### src/design/vec3au_sqrt.sv
// vec3au_sqrt: pipelined integer square root, one result bit per stage
// depends on nothing but its parameter

module vec3au_sqrt #(
   parameter int CW = 16
) (
   input  logic            clock,
   input  logic            en,
   input  logic [2*CW-1:0] n,
   output logic [CW-1:0]   root
);

   localparam int PW = 2 * CW;

   logic [PW-1:0] rem_ff [CW];
   logic [PW-1:0] res_ff [CW];

   genvar j;
   generate
      for (j = 0; j < CW; j++) begin : g_stage
         logic [PW-1:0] rem_prev;
         logic [PW-1:0] res_prev;
         logic [PW-1:0] bitv;
         logic [PW-1:0] trial;
         logic [PW-1:0] rem_in;
         logic [PW-1:0] res_in;

         // one digit of the root per stage
         always_comb begin
            if (j == 0) begin
               rem_prev = n;
               res_prev = '0;
            end else begin
               rem_prev = rem_ff[(j == 0) ? 0 : j-1];
               res_prev = res_ff[(j == 0) ? 0 : j-1];
            end
            bitv  = PW'(1) << (PW - 2 - 2*j);
            trial = res_prev + bitv;
            if (rem_prev >= trial) begin
               rem_in = rem_prev - trial;
               res_in = (res_prev >> 1) + bitv;
            end else begin
               rem_in = rem_prev;
               res_in = res_prev >> 1;
            end
         end

         always_ff @(posedge clock) begin
            if (en) begin
               rem_ff[j] <= rem_in;
               res_ff[j] <= res_in;
            end
         end
      end
   endgenerate

   assign root = res_ff[CW-1][CW-1:0];

endmodule

### config.mk
export PLATFORM = sky130hd
export DESIGN_NAME = vec3au_sqrt
export DESIGN_NICKNAME = d
export VERILOG_FILES = /design/src/design/vec3au_sqrt.sv
export SDC_FILE = /design/constraint.sdc
export NUM_CORES = 1
export LEC_CHECK = 0
export ABC_CLOCK_PERIOD_IN_PS = 5400
export BUFFER_PORTS_ARGS = -buffer_cell sky130_fd_sc_hd__clkbuf_2
export CAP_MARGIN = 15
export CORE_MARGIN = 3
export CORE_UTILIZATION = 40
export CTS_BUF_LIST = sky130_fd_sc_hd__clkbuf_8
export CTS_CLUSTER_DIAMETER = 60
export DETAILED_ROUTE_END_ITERATION = 10
export PLACE_DENSITY = 0.61
export SLEW_MARGIN = 25
export SYNTH_ARGS = -nofsm -noshare
export SYNTH_HDL_FRONTEND = slang
export SYNTH_SLANG_ARGS = --single-unit
### constraint.sdc
create_clock -name clock -period 5.4 [get_ports clock]
set_input_delay 1.08 -clock clock [delete_from_list [all_inputs] [get_ports clock]]
set_output_delay 1.08 -clock clock [all_outputs]
set_load 0.1 [all_outputs]
==> reports/results.tsv <==
metric	value	unit
status	completed	
Slew @ Worst Pin	1030	ps
Layout area overhead	11.3	%
start point of the critical path	rem_ff[0][218]	
R2R Path Start	rem_ff[0][218]	
Syn Std Cell Area	29000	µm²
CP max-delay cell	nor3_1	
max-slew violations	0	
DRT iter0 DRCs	1039	
crit path cell chain	nor3_1 > nand4_1 > nor4_1 > or4_1 > a31oi_2 > a2111o_1 > xnor2_1	
Hold Crit Class	register to register	
Setup Total Neg Slack	0	ps
max incr delay on CP	790	ps
Static Leakage	12.1	nW
register area	18500	µm²
TritonRoute pass-1 iters	5	
post_cts resized	0	
cell family with most CP delay	simple AND/OR/NAND/NOR gates	
worst vdd ir	0.228	mV
Arr. time, crit path	3920	ps
largest net degree at the start of global routing	154	
critical path class	register to register	
share of cells above drive strength 1	9.01	%
die span in y	275	µm
Fmax	289	MHz
number of placement rows	98	
Reg clk slew, reported paths	60	ps
Routed WL per cell	16.1	µm
All-Layer GR Usage	14.6	%
Core Box Area	71600	µm²
EDFF count, synth	616	
cell taking the most area after synthesis	edfxtp_1	
Die Width	275	µm
fin crit share	64.1	%
clk sinks	616	
met3 WL	1880	µm
XOR/XNOR Fraction of Synth Area	6.01	%
most common cell after layout, fill and taps aside	edfxtp_1	
crit end category	register	
multi-input logic area	9650	µm²
Fin. Hold Viols	0	
DR vias	17426	
worst skew pair latency	720	ps
DP Area	30400	µm²
Worst setup SP type	register	
# hold bufs at CTS	0	
Rel. slew slack	31.2	%
min cycle time layout	3460	ps
Max Clock Skew	29.9	ps
Fillers	6427	
CP Buf/Inv Count	0	
asr flop ratio synth	0	%
syn_area_per_cell	13.1	µm²
YS warnings	0	
routed wl met2	31400	µm
Clock Tree Root	clkbuf_8	
Synth Area in Compound Gates	8.48	%
DR DRC count	0	
# IOs	50	
Final Cell Area	32300	µm²
net count after synthesis	2406	
Yosys cell types	74	
Port Buffers	49	
TritonCTS buffer count	103	
metal1 wirelength	19100	µm
Critical Path RT	5860	ps
Adder-Cell Fraction of Synth Area	6.47	%
antenna violations before repair	1	
vias in the first global route	17984	
full die area	75800	µm²
post-route ant nets	0	
main combinational cell family by area after synthesis	simple AND/OR/NAND/NOR gates	
mux share of post-synthesis cell area	0.669	%
vias per inst	5.15	
Starting Density	40.5	%
top post-synthesis cells by area	edfxtp_1 64%, ha_1 6.5%, xor2_1 3.2%	
most frequent cells in the layout	616 x edfxtp_1, 218 x inv_1, 152 x nand2_1, 150 x ha_1, 123 x o21ai_0	
RSZ-0062 raised after global routing	no	
simple-gate portion of the synthesized area	11.5	%
grt ovf	0	
Synth Flop Type	edfxtp_1	
CTS Buffer Depth	3	
MaxCap Viol Count	0	
Synth Register Bits	616	
HPWL Detailed	39200	µm
first-pass GRT wire length	88300	µm
CP max FO	22	
TritonCTS clock tree	done	
Synth Instances	2222	
Total Wirelength	54600	µm
buffer count from post-CTS setup fixing	0	
RD Place Congestion	1.03	
htree depth	3	
HP Start	rem_ff[1][99]	
PD cells	378	nW/µm²
final setup vio count	0	
Nets	2532	
register area share after synthesis	63.8	%
top cell type's share of synthesized area	63.8	%
max layer used	met4	
final timing paths:
kind | depth (start not counted) | slack [ps] | end
min reg2reg | 0 | 430 | rem_ff[1][131]
max reg2reg | 7 | 1940 | rem_ff[0][254]
min | 0 | 430 | rem_ff[1][131]
max | 7 | 1940 | rem_ff[0][254]
metrics by stage:
step	hold slack [ps]	setup WS [ps]	cells	util (%)	power (mW)
floorplan	417	2700	2222	-	7.89
global placement	422	2070	3193	42.4	8.44
detailed placement	431	2020	3193	42.4	8.53
CTS	430	2000	3381	45.1	12.3
global route	448	1810	3382	45.1	12.9
finish	425	1940	3382	45.1	12.2
sequential cells by signal, indices dropped and copies added, names as in the netlist:
register,count
rem_ff,480
res_ff,136
layout make-up:
cell class              count  area share (%)
diodes                      1         0.00775
clock buffers             103            4.39
clock inverters            85            1.42
inverters                 181            2.11
multi-input cells        1387            29.9
flip-flops and latches    616            57.3
well taps                 950            3.68
repair buffers             59            1.18
synth_stat cells, drive strengths merged, types with 3 or more instances:
library cell and count:
edfxtp 616, inv 181, nand2 152, ha 150
o21ai 131, nor2 105, xor2 105, a21oi 101
xnor2 94, nor4 82, nor3 53, nand4 47
a21o 31, or3 28, nand2b 26, o21a 26
nor2b 24, clkbuf 22, nor4b 21, or4 20
o31ai 19, a211oi 18, nand3 17, buf 16
and2 13, mux2 11, a31oi 10, o21bai 9
o211ai 8, a21boi 7, and3 7, mux2i 7
nor3b 7, or2 7, nand3b 6, a2111oi 5
a211o 5, nand4b 4, and4 3, o41ai 3
layer usage:
layer	GRT usage [%]	up-vias
li1	-	8611
met1	13.6	8297
met2	29.7	371
met3	2.89	147
met4	6.84	0
met5	0	-
report_power, final:
part | switching (mW) | leakage (nW) | internal (mW) | total, mW
clock network | 1.87 | 1.10 | 1.86 | 3.74
logic | 1.17 | 5.09 | 0.859 | 2.03
registers | 0.392 | 5.90 | 6.03 | 6.42
total | 3.44 | 12.1 | 8.75 | 12.2
cells by family (layout without fill, tap and decap cells):
group / after synthesis / in the layout
other: 0 / 1
multiplexers: 18 / 18
adder cells (fa/ha/maj): 150 / 150
XOR/XNOR: 199 / 199
AND/OR/NAND/NOR: 628 / 628
flip-flops: 616 / 616
AO/OA/AOI/OAI: 392 / 392
buffers and inverters: 219 / 428
Power figures use the tool's default switching activity.
