==> config.mk <==
export PLATFORM = sky130hd
export DESIGN_NAME = vec3au_lane
export DESIGN_NICKNAME = d
export VERILOG_FILES = /design/src/design/vec3au_lane.sv
export SDC_FILE = /design/constraint.sdc
export NUM_CORES = 2
export LEC_CHECK = 0
export BUFFER_PORTS_ARGS = -buffer_cell sky130_fd_sc_hd__buf_2
export CORE_UTILIZATION = 35
export CTS_BUF_LIST = sky130_fd_sc_hd__clkbuf_16
export DETAILED_ROUTE_END_ITERATION = 10
export PLACE_DENSITY = 0.53
export RECOVER_POWER = 100
export SKIP_LAST_GASP = 1
export SLEW_MARGIN = 20
export SYNTH_ARGS = -nofsm -noshare
export SYNTH_HDL_FRONTEND = slang
export SYNTH_SLANG_ARGS = --single-unit
export TNS_END_PERCENT = 30
==> constraint.sdc <==
create_clock -name clock -period 9.6 [get_ports clock]
set_input_delay 1.92 -clock clock [delete_from_list [all_inputs] [get_ports clock]]
set_output_delay 1.92 -clock clock [all_outputs]
set_load 0.03 [all_outputs]
==> src/design/vec3au_lane.sv <==
// vec3au_lane: one component lane, saturating add or subtract and three products
// depends on nothing but its parameter

module vec3au_lane #(
   parameter int CW = 16
) (
   input  logic                   clock,
   input  logic                   en,
   input  logic                   sub,
   input  logic signed [CW-1:0]   a,
   input  logic signed [CW-1:0]   b,
   output logic signed [CW-1:0]   sum_ff,
   output logic                   ovf_ff,
   output logic signed [2*CW-1:0] pab_ff,
   output logic signed [2*CW-1:0] paa_ff,
   output logic signed [2*CW-1:0] pbb_ff
);

   logic signed [CW:0]   wide_in;
   logic signed [CW-1:0] sum_in;
   logic                 ovf_in;

   // add or subtract with one guard bit, then clamp
   always_comb begin
      if (sub) begin
         wide_in = (CW+1)'(a) - (CW+1)'(b);
      end else begin
         wide_in = (CW+1)'(a) + (CW+1)'(b);
      end
      ovf_in = wide_in[CW] ^ wide_in[CW-1];
      if (ovf_in) begin
         sum_in = wide_in[CW] ? {1'b1, {(CW-1){1'b0}}} : {1'b0, {(CW-1){1'b1}}};
      end else begin
         sum_in = wide_in[CW-1:0];
      end
   end

   // lane register
   always_ff @(posedge clock) begin
      if (en) begin
         sum_ff <= sum_in;
         ovf_ff <= ovf_in;
         pab_ff <= a * b;
         paa_ff <= a * a;
         pbb_ff <= b * b;
      end
   end

endmodule

==> reports/results.tsv <==
metric	value	unit
status	finished, violations left	
violations	max-capacitance violations, max-slew violations	
cts-htree-levels	3	
setup_viol_count_final	0	
min_path_type	input port to flip-flop	
cp.required	9.78	ns
yosysSeqAreaShare	0.103	
synth_xor_area_frac	0.0401	
synth_top_family_by_area	adder cells	
async_flop_share	0	
fin_crit	8.69	ns
dpl_cell_area	34500	sq um
ant_nets	0	
clock_sinks	111	
post-route-period-util	0.905	
worstSetupEndpointType	flip-flop	
grt_pass1_wl	127	mm
top_usage_layer	met2	
worst_ep_arrival_time	8.87	ns
grt_overflow_total	0	
synthMuxAreaShare	0.00186	
routed_wl	78.0	mm
syn_inst	3376	
core	91700	sq um
final_util	0.378	
synthSimpleGateAreaFrac	0.106	
ys_warn_count	0	
clock_path_buffers	2	
nNetsFinal	4520	
max_clock_freq	0.115	GHz
finalHoldViolations	0	
cp_max_fo	16	
postCtsSetupRepairBufs	0	
grt_max_degree	62	
synth_edf_count	111	
synth_fa_ha_area_frac	0.567	
drive_gt1_frac	0.0354	
worst_slew_margin_rel	-1.54	
hold_buffers	0	
whs_path_depth	2	
dp_hpwl	63.9	mm
ys_ff_latch	111	
drt_first_pass_iters	5	
use_met3	0.0279	
synth_top_flop_cell	edfxtp_1	
met1_usage	0.239	
drv_cap	2	
vias	22061	
path_clk_slew	0.09	ns
use_met2	0.295	
antenna_found_initial	9	
worstSetupPathType	input port to flip-flop	
die_h	306	um
drc	0	
die_w	306	um
crit_path_end	pab_ff[31]$_DFFE_PP_	
num_rows	111	
cts_resized	0	
worst_pin_slew	3.81	ns
ys_types	76	
root_buffer	clkbuf_16	
avgViaCountPerCell	4.73	
num_io_pins	148	
drtIter0Drc	1136	
globalplace.congestion	0.822	
first_global_vias	23390	
nFillCells	9465	
worst_setup_path_start_kind	input port	
die-area	93700	sq um
fin_setup_tns	0	ns
dp_cells	4645	
avgSynthCellArea	9.59	sq um
synthToLayoutAreaGrowth	6.92	%
fin_cells	4661	
grt_usage	0.176	
maxSlewViolCount	114	
cp-startpoint	a[5]	
netlist_area	32400	sq um
wl_per_cell	16.7	um
port_buffers	145	
synth_compound_area_frac	0.0575	
initial_core_util	0.353	
cts_tree	built	
fin_area	34600	sq um
cts_buffers	9	
rsz0062_at_grt	no	
==> cells in the mapped netlist (all sizes together) (5+ instances only) <==
cell / n / share of area
clkinv: 5 / 0.00058
o21bai: 11 / 0.0026
nor2b: 17 / 0.0033
ha: 283 / 0.11
a211oi: 18 / 0.0043
nand3: 15 / 0.0023
fa: 732 / 0.45
edfxtp: 111 / 0.10
a221oi: 5 / 0.0015
a31o: 10 / 0.0027
clkbuf: 103 / 0.012
o21ai: 42 / 0.0065
a21oi: 85 / 0.013
a21boi: 5 / 0.0012
maj3: 15 / 0.0049
o21a: 19 / 0.0044
a21o: 29 / 0.0067
and3: 15 / 0.0029
and2: 139 / 0.027
o31ai: 5 / 0.0012
mux2i: 6 / 0.0019
nor4: 5 / 0.0014
nand4: 5 / 0.00097
nand2: 291 / 0.034
xor2: 24 / 0.0065
nor3: 23 / 0.0036
nor2: 190 / 0.022
or2: 10 / 0.0019
xnor2: 122 / 0.034
buf: 19 / 0.0032
o211ai: 9 / 0.0021
or3: 7 / 0.0014
inv: 936 / 0.11
nand2b: 13 / 0.0025
==> metrics by stage <==
step                worst slack [ns]  hold WS, ns
global route                   0.530         1.95
detailed placement             0.894         2.28
finish                         0.909         1.92
CTS                             1.35         1.84
floorplan                       1.48         2.02
global placement               0.946         2.28
==> kinds of logic (layout without fill, tap and decap cells) <==
group	Yosys count	count (layout)
simple gates	741	741
compound gates	278	278
mux	6	6
fa+ha+maj	1030	1030
other cells	1	3
buf+inv	1063	1160
xor+xnor	146	146
flops	111	111
==> flip-flops by register name, indices dropped and copies added, names as in the netlist <==
signal	cells
pab_ff	32
paa_ff	31
pbb_ff	31
sum_ff	16
ovf_ff	1
==> final cells by class <==
| type | instances | area (sq um) | share of cell area |
|---|---|---|---|
| antenna | 1 | 2.50 | 0.0000723 |
| multi-input combinational | 2203 | 25000 | 0.723 |
| timing repair buffer | 204 | 986 | 0.0285 |
| tap | 1186 | 1480 | 0.0429 |
| clock buffer | 9 | 225 | 0.00651 |
| sequential | 111 | 3330 | 0.0963 |
| clock inverter | 6 | 38.8 | 0.00112 |
| inverter | 941 | 3530 | 0.102 |
==> placed cells by master (no fill, tap or decap), types with 10 or more instances in the layout <==
master | synthesis | layout
a211oi_1 | 17 | 17
a21o_1 | 29 | 29
a21oi_1 | 84 | 84
a31o_2 | 10 | 10
and2_1 | 139 | 135
and3_1 | 15 | 15
buf_2 | 6 | 29
buf_4 | 3 | 49
clkbuf_1 | 103 | 126
edfxtp_1 | 111 | 111
fa_1 | 732 | 732
ha_1 | 283 | 283
inv_1 | 935 | 936
maj3_1 | 7 | 15
nand2_1 | 290 | 291
nand2b_1 | 13 | 13
nand3_1 | 15 | 15
nor2_1 | 190 | 190
nor2b_1 | 17 | 17
nor3_1 | 23 | 23
o21a_1 | 19 | 19
o21ai_0 | 40 | 41
o21bai_1 | 11 | 11
or2_2 | 10 | 10
xnor2_1 | 121 | 121
xor2_1 | 24 | 23
==> critical path, stage by stage <==
cell,delay [ns]
clkbuf_1,0.84
and2_1,0.27
fa_1,0.42
inv_1,0.10
fa_1,0.43
fa_1,0.43
fa_1,0.49
inv_1,0.05
fa_1,0.52
inv_1,0.05
fa_1,0.47
inv_1,0.04
ha_1,0.33
and3_1,0.21
a221o_1,0.41
a22oi_1,0.46
a211oi_1,0.16
clkbuf_1,0.19
a2111oi_1,0.59
o31ai_1,0.16
a21oi_1,0.21
xnor2_1,0.08
==> worst min-delay path by stage <==
stage / to / startpoint / slack [ns]
after floorplan: paa_ff[0]$_DFFE_PP_ / a[0] / 2.02
after CTS: pab_ff[0]$_DFFE_PP_ / b[0] / 1.84
final: pab_ff[0]$_DFFE_PP_ / b[0] / 1.92
after global placement: pab_ff[0]$_DFFE_PP_ / b[0] / 2.28
after detailed placement: pab_ff[0]$_DFFE_PP_ / b[0] / 2.28
after global routing: pab_ff[0]$_DFFE_PP_ / b[0] / 1.95
==> per-layer routing <==
metal | share of wire | vias to the layer above
met1 | 0.44 | 11345
met2 | 0.49 | 400
met5 | 0.0012 | -
li1 | - | 10221
met3 | 0.047 | 79
met4 | 0.020 | 16
Power is not shown: default switching activity piles up to over one toggle a cycle in this logic, so the estimate is an artifact.
