==> src/design/vec3au_pkg.sv <==
// vec3au_pkg: shared types and constants of the 3d vector arithmetic unit
// used by vec3au_div, vector3_arith_unit and tb_vector3_arith_unit
// no dependencies

package vec3au_pkg;

   // default component width, signed Q8.8
   localparam int COMP_WIDTH_DEF = 16;

   // operation code width and codes
   localparam int FUNC_W = 3;

   typedef enum logic [FUNC_W-1:0] {
      FUNC_ADD = 3'd0,
      FUNC_SUB = 3'd1,
      FUNC_DOT = 3'd2,
      FUNC_LEN = 3'd3,
      FUNC_COS = 3'd4
   } func_type;

   // cosine result, signed Q2.14
   localparam int COS_W    = 16;
   localparam int COS_FRAC = 14;
   localparam int COS_ONE  = 16384;
   localparam int QMAG_W   = 15;

   // quotient bits resolved by the divider (quotient stays below 2^17)
   localparam int QUO_BITS = 17;

endpackage

==> src/design/vec3au_div.sv <==
// vec3au_div: pipelined restoring divider for the cosine, one quotient bit per stage
// depends on vec3au_pkg

module vec3au_div #(
   parameter int CW = 16
) (
   input  logic                           clock,
   input  logic                           en,
   input  logic [2*CW-1:0]                mag,
   input  logic [2*CW-1:0]                dvs,
   output logic [vec3au_pkg::QMAG_W-1:0]  quo
);

   import vec3au_pkg::*;

   localparam int PW = 2 * CW;
   localparam int RW = PW + QUO_BITS;

   logic [RW-1:0]       rem_ff [QUO_BITS];
   logic [PW-1:0]       dvs_ff [QUO_BITS];
   logic [QUO_BITS-1:0] q_ff   [QUO_BITS];

   genvar j;
   generate
      for (j = 0; j < QUO_BITS; j++) begin : g_stage
         logic [RW-1:0]       rem_prev;
         logic [PW-1:0]       dvs_prev;
         logic [QUO_BITS-1:0] q_prev;
         logic [RW-1:0]       shifted;
         logic [RW-1:0]       rem_in;
         logic [QUO_BITS-1:0] q_in;

         // quotient bits from the top down, divisor shifted left by QUO_BITS - 1 - j in stage j
         always_comb begin
            if (j == 0) begin
               rem_prev = RW'(mag) << COS_FRAC;
               dvs_prev = dvs;
               q_prev   = '0;
            end else begin
               rem_prev = rem_ff[(j == 0) ? 0 : j-1];
               dvs_prev = dvs_ff[(j == 0) ? 0 : j-1];
               q_prev   = q_ff[(j == 0) ? 0 : j-1];
            end
            shifted = RW'(dvs_prev) << (QUO_BITS - 1 - j);
            if (rem_prev >= shifted) begin
               rem_in = rem_prev - shifted;
               q_in   = q_prev | (QUO_BITS'(1) << (QUO_BITS - 1 - j));
            end else begin
               rem_in = rem_prev;
               q_in   = q_prev;
            end
         end

         always_ff @(posedge clock) begin
            if (en) begin
               rem_ff[j] <= rem_in;
               dvs_ff[j] <= dvs_prev;
               q_ff[j]   <= q_in;
            end
         end
      end
   endgenerate

   // clamp to one in Q2.14
   assign quo = (q_ff[QUO_BITS-1] > QUO_BITS'(COS_ONE)) ? QMAG_W'(COS_ONE)
                                                        : q_ff[QUO_BITS-1][QMAG_W-1:0];

endmodule

==> config.mk <==
export PLATFORM = sky130hd
export DESIGN_NAME = vec3au_div
export DESIGN_NICKNAME = d
export VERILOG_FILES = /design/src/design/vec3au_pkg.sv /design/src/design/vec3au_div.sv
export SDC_FILE = /design/constraint.sdc
export NUM_CORES = 2
export LEC_CHECK = 0
export BUFFER_PORTS_ARGS = -buffer_cell sky130_fd_sc_hd__buf_2
export CELL_PAD_IN_SITES_DETAIL_PLACEMENT = 1
export CELL_PAD_IN_SITES_GLOBAL_PLACEMENT = 1
export CORE_UTILIZATION = 35
export DETAILED_ROUTE_END_ITERATION = 7
export GPL_TIMING_DRIVEN = 0
export PLACE_DENSITY = 0.55
export SLEW_MARGIN = 20
export SYNTH_ARGS = -nofsm -noshare
export SYNTH_HDL_FRONTEND = slang
export SYNTH_SLANG_ARGS = --single-unit
==> constraint.sdc <==
create_clock -name clock -period 4 [get_ports clock]
set_input_delay 0.4 -clock clock [delete_from_list [all_inputs] [get_ports clock]]
set_output_delay 0.4 -clock clock [all_outputs]
set_load 0.01 [all_outputs]
==> flow_metrics.py <==
metrics = {
    "sta": {
        "hold_slack_ps": 121,
        "setup_viol": 3,
        "drv_slew": 0,
        "rsz0062_at_grt": "true",
        "skew_ps": 20.6,
        "layout_setup_ws_ps": -58.1,
        "hold_violations": 0,
        "fmax_mhz": 246,
        "setup-tns-final_ps": -128,
        "finalCriticalPeriod_ps": 4060,
        "relSlewSlack_pct": 27.6,
        "post-route-period-util_pct": 101,
        "worstMarginPinSlew_ps": 1080,
    },
    "worst_hold_path": {
        "hold_path_class": "primary input to register",
    },
    "logic_synthesis": {
        "async_flop_share_pct": 0,
        "avgSynthCellArea_um2": 10.7,
        "ys_ff_latch": 1316,
        "syn-num-nets": 7778,
        "synth_cells": 7155,
        "synth_area_mm2": 0.0765,
        "netlist_top_cells_area": "edfxtp_1 (52%), ha_1 (8.9%), a21oi_1 (4.0%), xnor2_1 (3.6%), o21ai_0 (3.5%)",
        "yosysSeqAreaShare_pct": 51.7,
        "synth.yosys.warnings": 0,
        "synth-edff-count": 1316,
        "synth_top_area_share_pct": 51.7,
        "synth_cell_types": 100,
        "yosys.area.top_type": "edfxtp_1",
        "yosys_most_used_dff": "edfxtp_1",
    },
    "grt": {
        "overflow": 0,
        "grt_usage_pct": 20.5,
        "grt_pass1_vias": 60100,
        "antenna_found_initial": 8,
        "grt_max_degree": 146,
        "grt_pass1_wl_um": 345000,
    },
    "place": {
        "post-place-ws_ps": -2480,
        "place_congestion": 0.950,
        "port_buffers": 80,
        "hpwl_um": 183000,
    },
    "run_status": {
        "violations": "negative setup slack",
        "status": "finished with violations",
    },
    "floorplan": {
        "die_y_um": 469,
        "io_pins": 81,
        "die_w_um": 469,
        "rows": 171,
        "core_region_area_mm2": 0.217,
        "start_util_pct": 35.2,
        "die_area_mm2": 0.220,
    },
    "final_layout": {
        "most-common-layout-cells": "edfxtp_1 (1316), inv_1 (657), nand2_1 (622)",
        "drive_above_1_share_pct": 10.9,
        "area_growth_pct": 16.4,
        "final_util_pct": 41.0,
        "multi_input_area_mm2": 0.0352,
        "final_nets": 8176,
        "seq_area_mm2": 0.0395,
        "n_fill_cell": 23600,
        "layout_commonest_cell": "edfxtp_1",
    },
    "worst_setup_path": {
        "path_max_fanout": 10,
        "crit_path_end_kind": "register",
        "worstPathRequired_ps": 4530,
        "path_class": "primary input to register",
        "cp-start-kind": "primary input",
        "cp.arrival_ps": 4590,
    },
    "detailed_routing": {
        "routed_wl_um": 229000,
        "met2_length_um": 133000,
        "drtIter0Drc": 1909,
        "wl_per_cell_um": 21.7,
        "drtPass1Iterations": 6,
        "maxUsedRoutingLayer": "met4",
        "num_vias": 54700,
        "vias_per_cell": 5.19,
        "drc": 0,
        "met3_length_um": 4630,
        "wl_met1_um": 70900,
        "ant_nets": 0,
    },
    "clocking": {
        "cts.sinks": 1316,
        "clk_pin_slew_worst_paths_ps": 50,
        "cts_max_level": 4,
        "insertion_delay_ps": 810,
        "cts_tree": "built",
        "clockBufferDepth": 3,
        "root_buffer": "clkbuf_16",
        "numCtsBuffers": 161,
    },
    "power_and_ir_drop": {
        "leakage_nw": 35.2,
        "ir_drop_mv": 0.381,
        "power_density_mw_per_mm2": 718,
    },
    "run": {
        "cap_violations": 0,
    },
}
-- final cells by class --
cell class                 instances  share of cell area, %
inverter                         664                   2.82
timing repair buffer             252                   2.41
antenna                            8                 0.0225
multi-input combinational       4971                   39.6
clock buffer                     197                   4.75
clock inverter                    91                  0.811
buffer                           187                   1.23
tap                             2854                   4.01
sequential                      1316                   44.4
-- kinds of logic after synthesis --
| family | share of synthesized area, % |
|---|---|
| buffers and inverters | 4.31 |
| XOR/XNOR | 6.60 |
| adder cells (fa/ha/maj) | 9.27 |
| flip-flops | 51.7 |
| AO/OA/AOI/OAI | 15.4 |
| multiplexers | 1.20 |
| AND/OR/NAND/NOR | 11.5 |
-- final timing paths --
path	endpoint	slack (ps)	cells past startpoint	startpoint
setup / recovery	rem_ff[0][16]$_DFFE_PP_	-60	14	dvs[2]
hold / removal	rem_ff[0][16]$_DFFE_PP_	120	3	dvs[0]
setup reg to reg	rem_ff[0][432]$_DFFE_PP_	20	14	dvs_ff[0][226]$_DFFE_PP_
hold reg to reg	q_ff[4][13]$_DFFE_PP_	410	0	q_ff[3][13]$_DFFE_PP_
-- metrics by stage --
stage	instances	total power [W]	area (um2)
4_1_cts	10500	0.0639	88100
3_3_place_gp	10100	0.0487	80400
2_1_floorplan	7155	0.0405	76500
5_1_grt	10500	0.0680	89000
3_5_place_dp	10100	0.0486	80800
6_report	10500	0.0639	89000
-- per-layer routing --
metal,global-route usage [%],vias up
met3,2.38,593
met5,0,-
met2,42.9,810
li1,-,26800
met1,16.4,26400
met4,16.5,0
-- sequential cells by signal (all words and copies together) (netlist names) --
register and flops:
q_ff 153, rem_ff 651, dvs_ff 512
-- where the power goes --
part           switching (W)  internal (W)  leakage (nW)
Sequential           0.00229        0.0200          12.7
Clock                0.00578       0.00805          2.41
Combinational         0.0164        0.0113          20.1
Total                 0.0245        0.0394          35.2
-- critical path, cell delays in order --
cell     delay [ps]
buf_2            90
inv_1            40
ha_1            340
o21ai_0         190
a21oi_1         110
o31ai_1         620
a21oi_1         360
a31oi_1         400
o21ai_1         190
a311o_1         480
a31oi_1         220
o31a_2          450
buf_2           530
o21ai_0         150
-- repair_timing --
item                                    CTS  global route
buffers inserted                         49            44
cloned                                    2             1
pin swaps                                40            58
endpoints found under the hold margin   104             0
hold buffers                             65             0
endpoints found under the setup margin  670           528
resized for setup                       341           149
-- Yosys cell counts, types with 11 or more instances --
library cell / count
edfxtp_1: 1316
inv_1: 664
nand2_1: 626
a21oi_1: 612
ha_1: 541
o21ai_0: 530
nor2_1: 441
xnor2_1: 318
a21o_1: 283
xor2_1: 258
clkbuf_1: 162
nand3_1: 115
nand4_1: 98
nor3_1: 98
nor2b_1: 85
nand2b_1: 83
mux2_2: 73
nor4_1: 60
o21bai_1: 55
a31oi_1: 54
o21a_1: 52
a211oi_1: 50
and3_1: 44
or3_1: 44
and2_1: 41
o31ai_1: 30
buf_2: 26
o211ai_1: 22
or2_2: 22
a211o_1: 20
buf_1: 17
fa_1: 16
o31a_1: 15
a2111oi_0: 14
a21boi_0: 14
nand3b_1: 14
or4_1: 14
a221o_1: 13
o41ai_1: 13
nand4b_1: 12
nor3b_1: 12
a221oi_1: 11
nor4b_1: 11
Power figures use the tool's default switching activity.
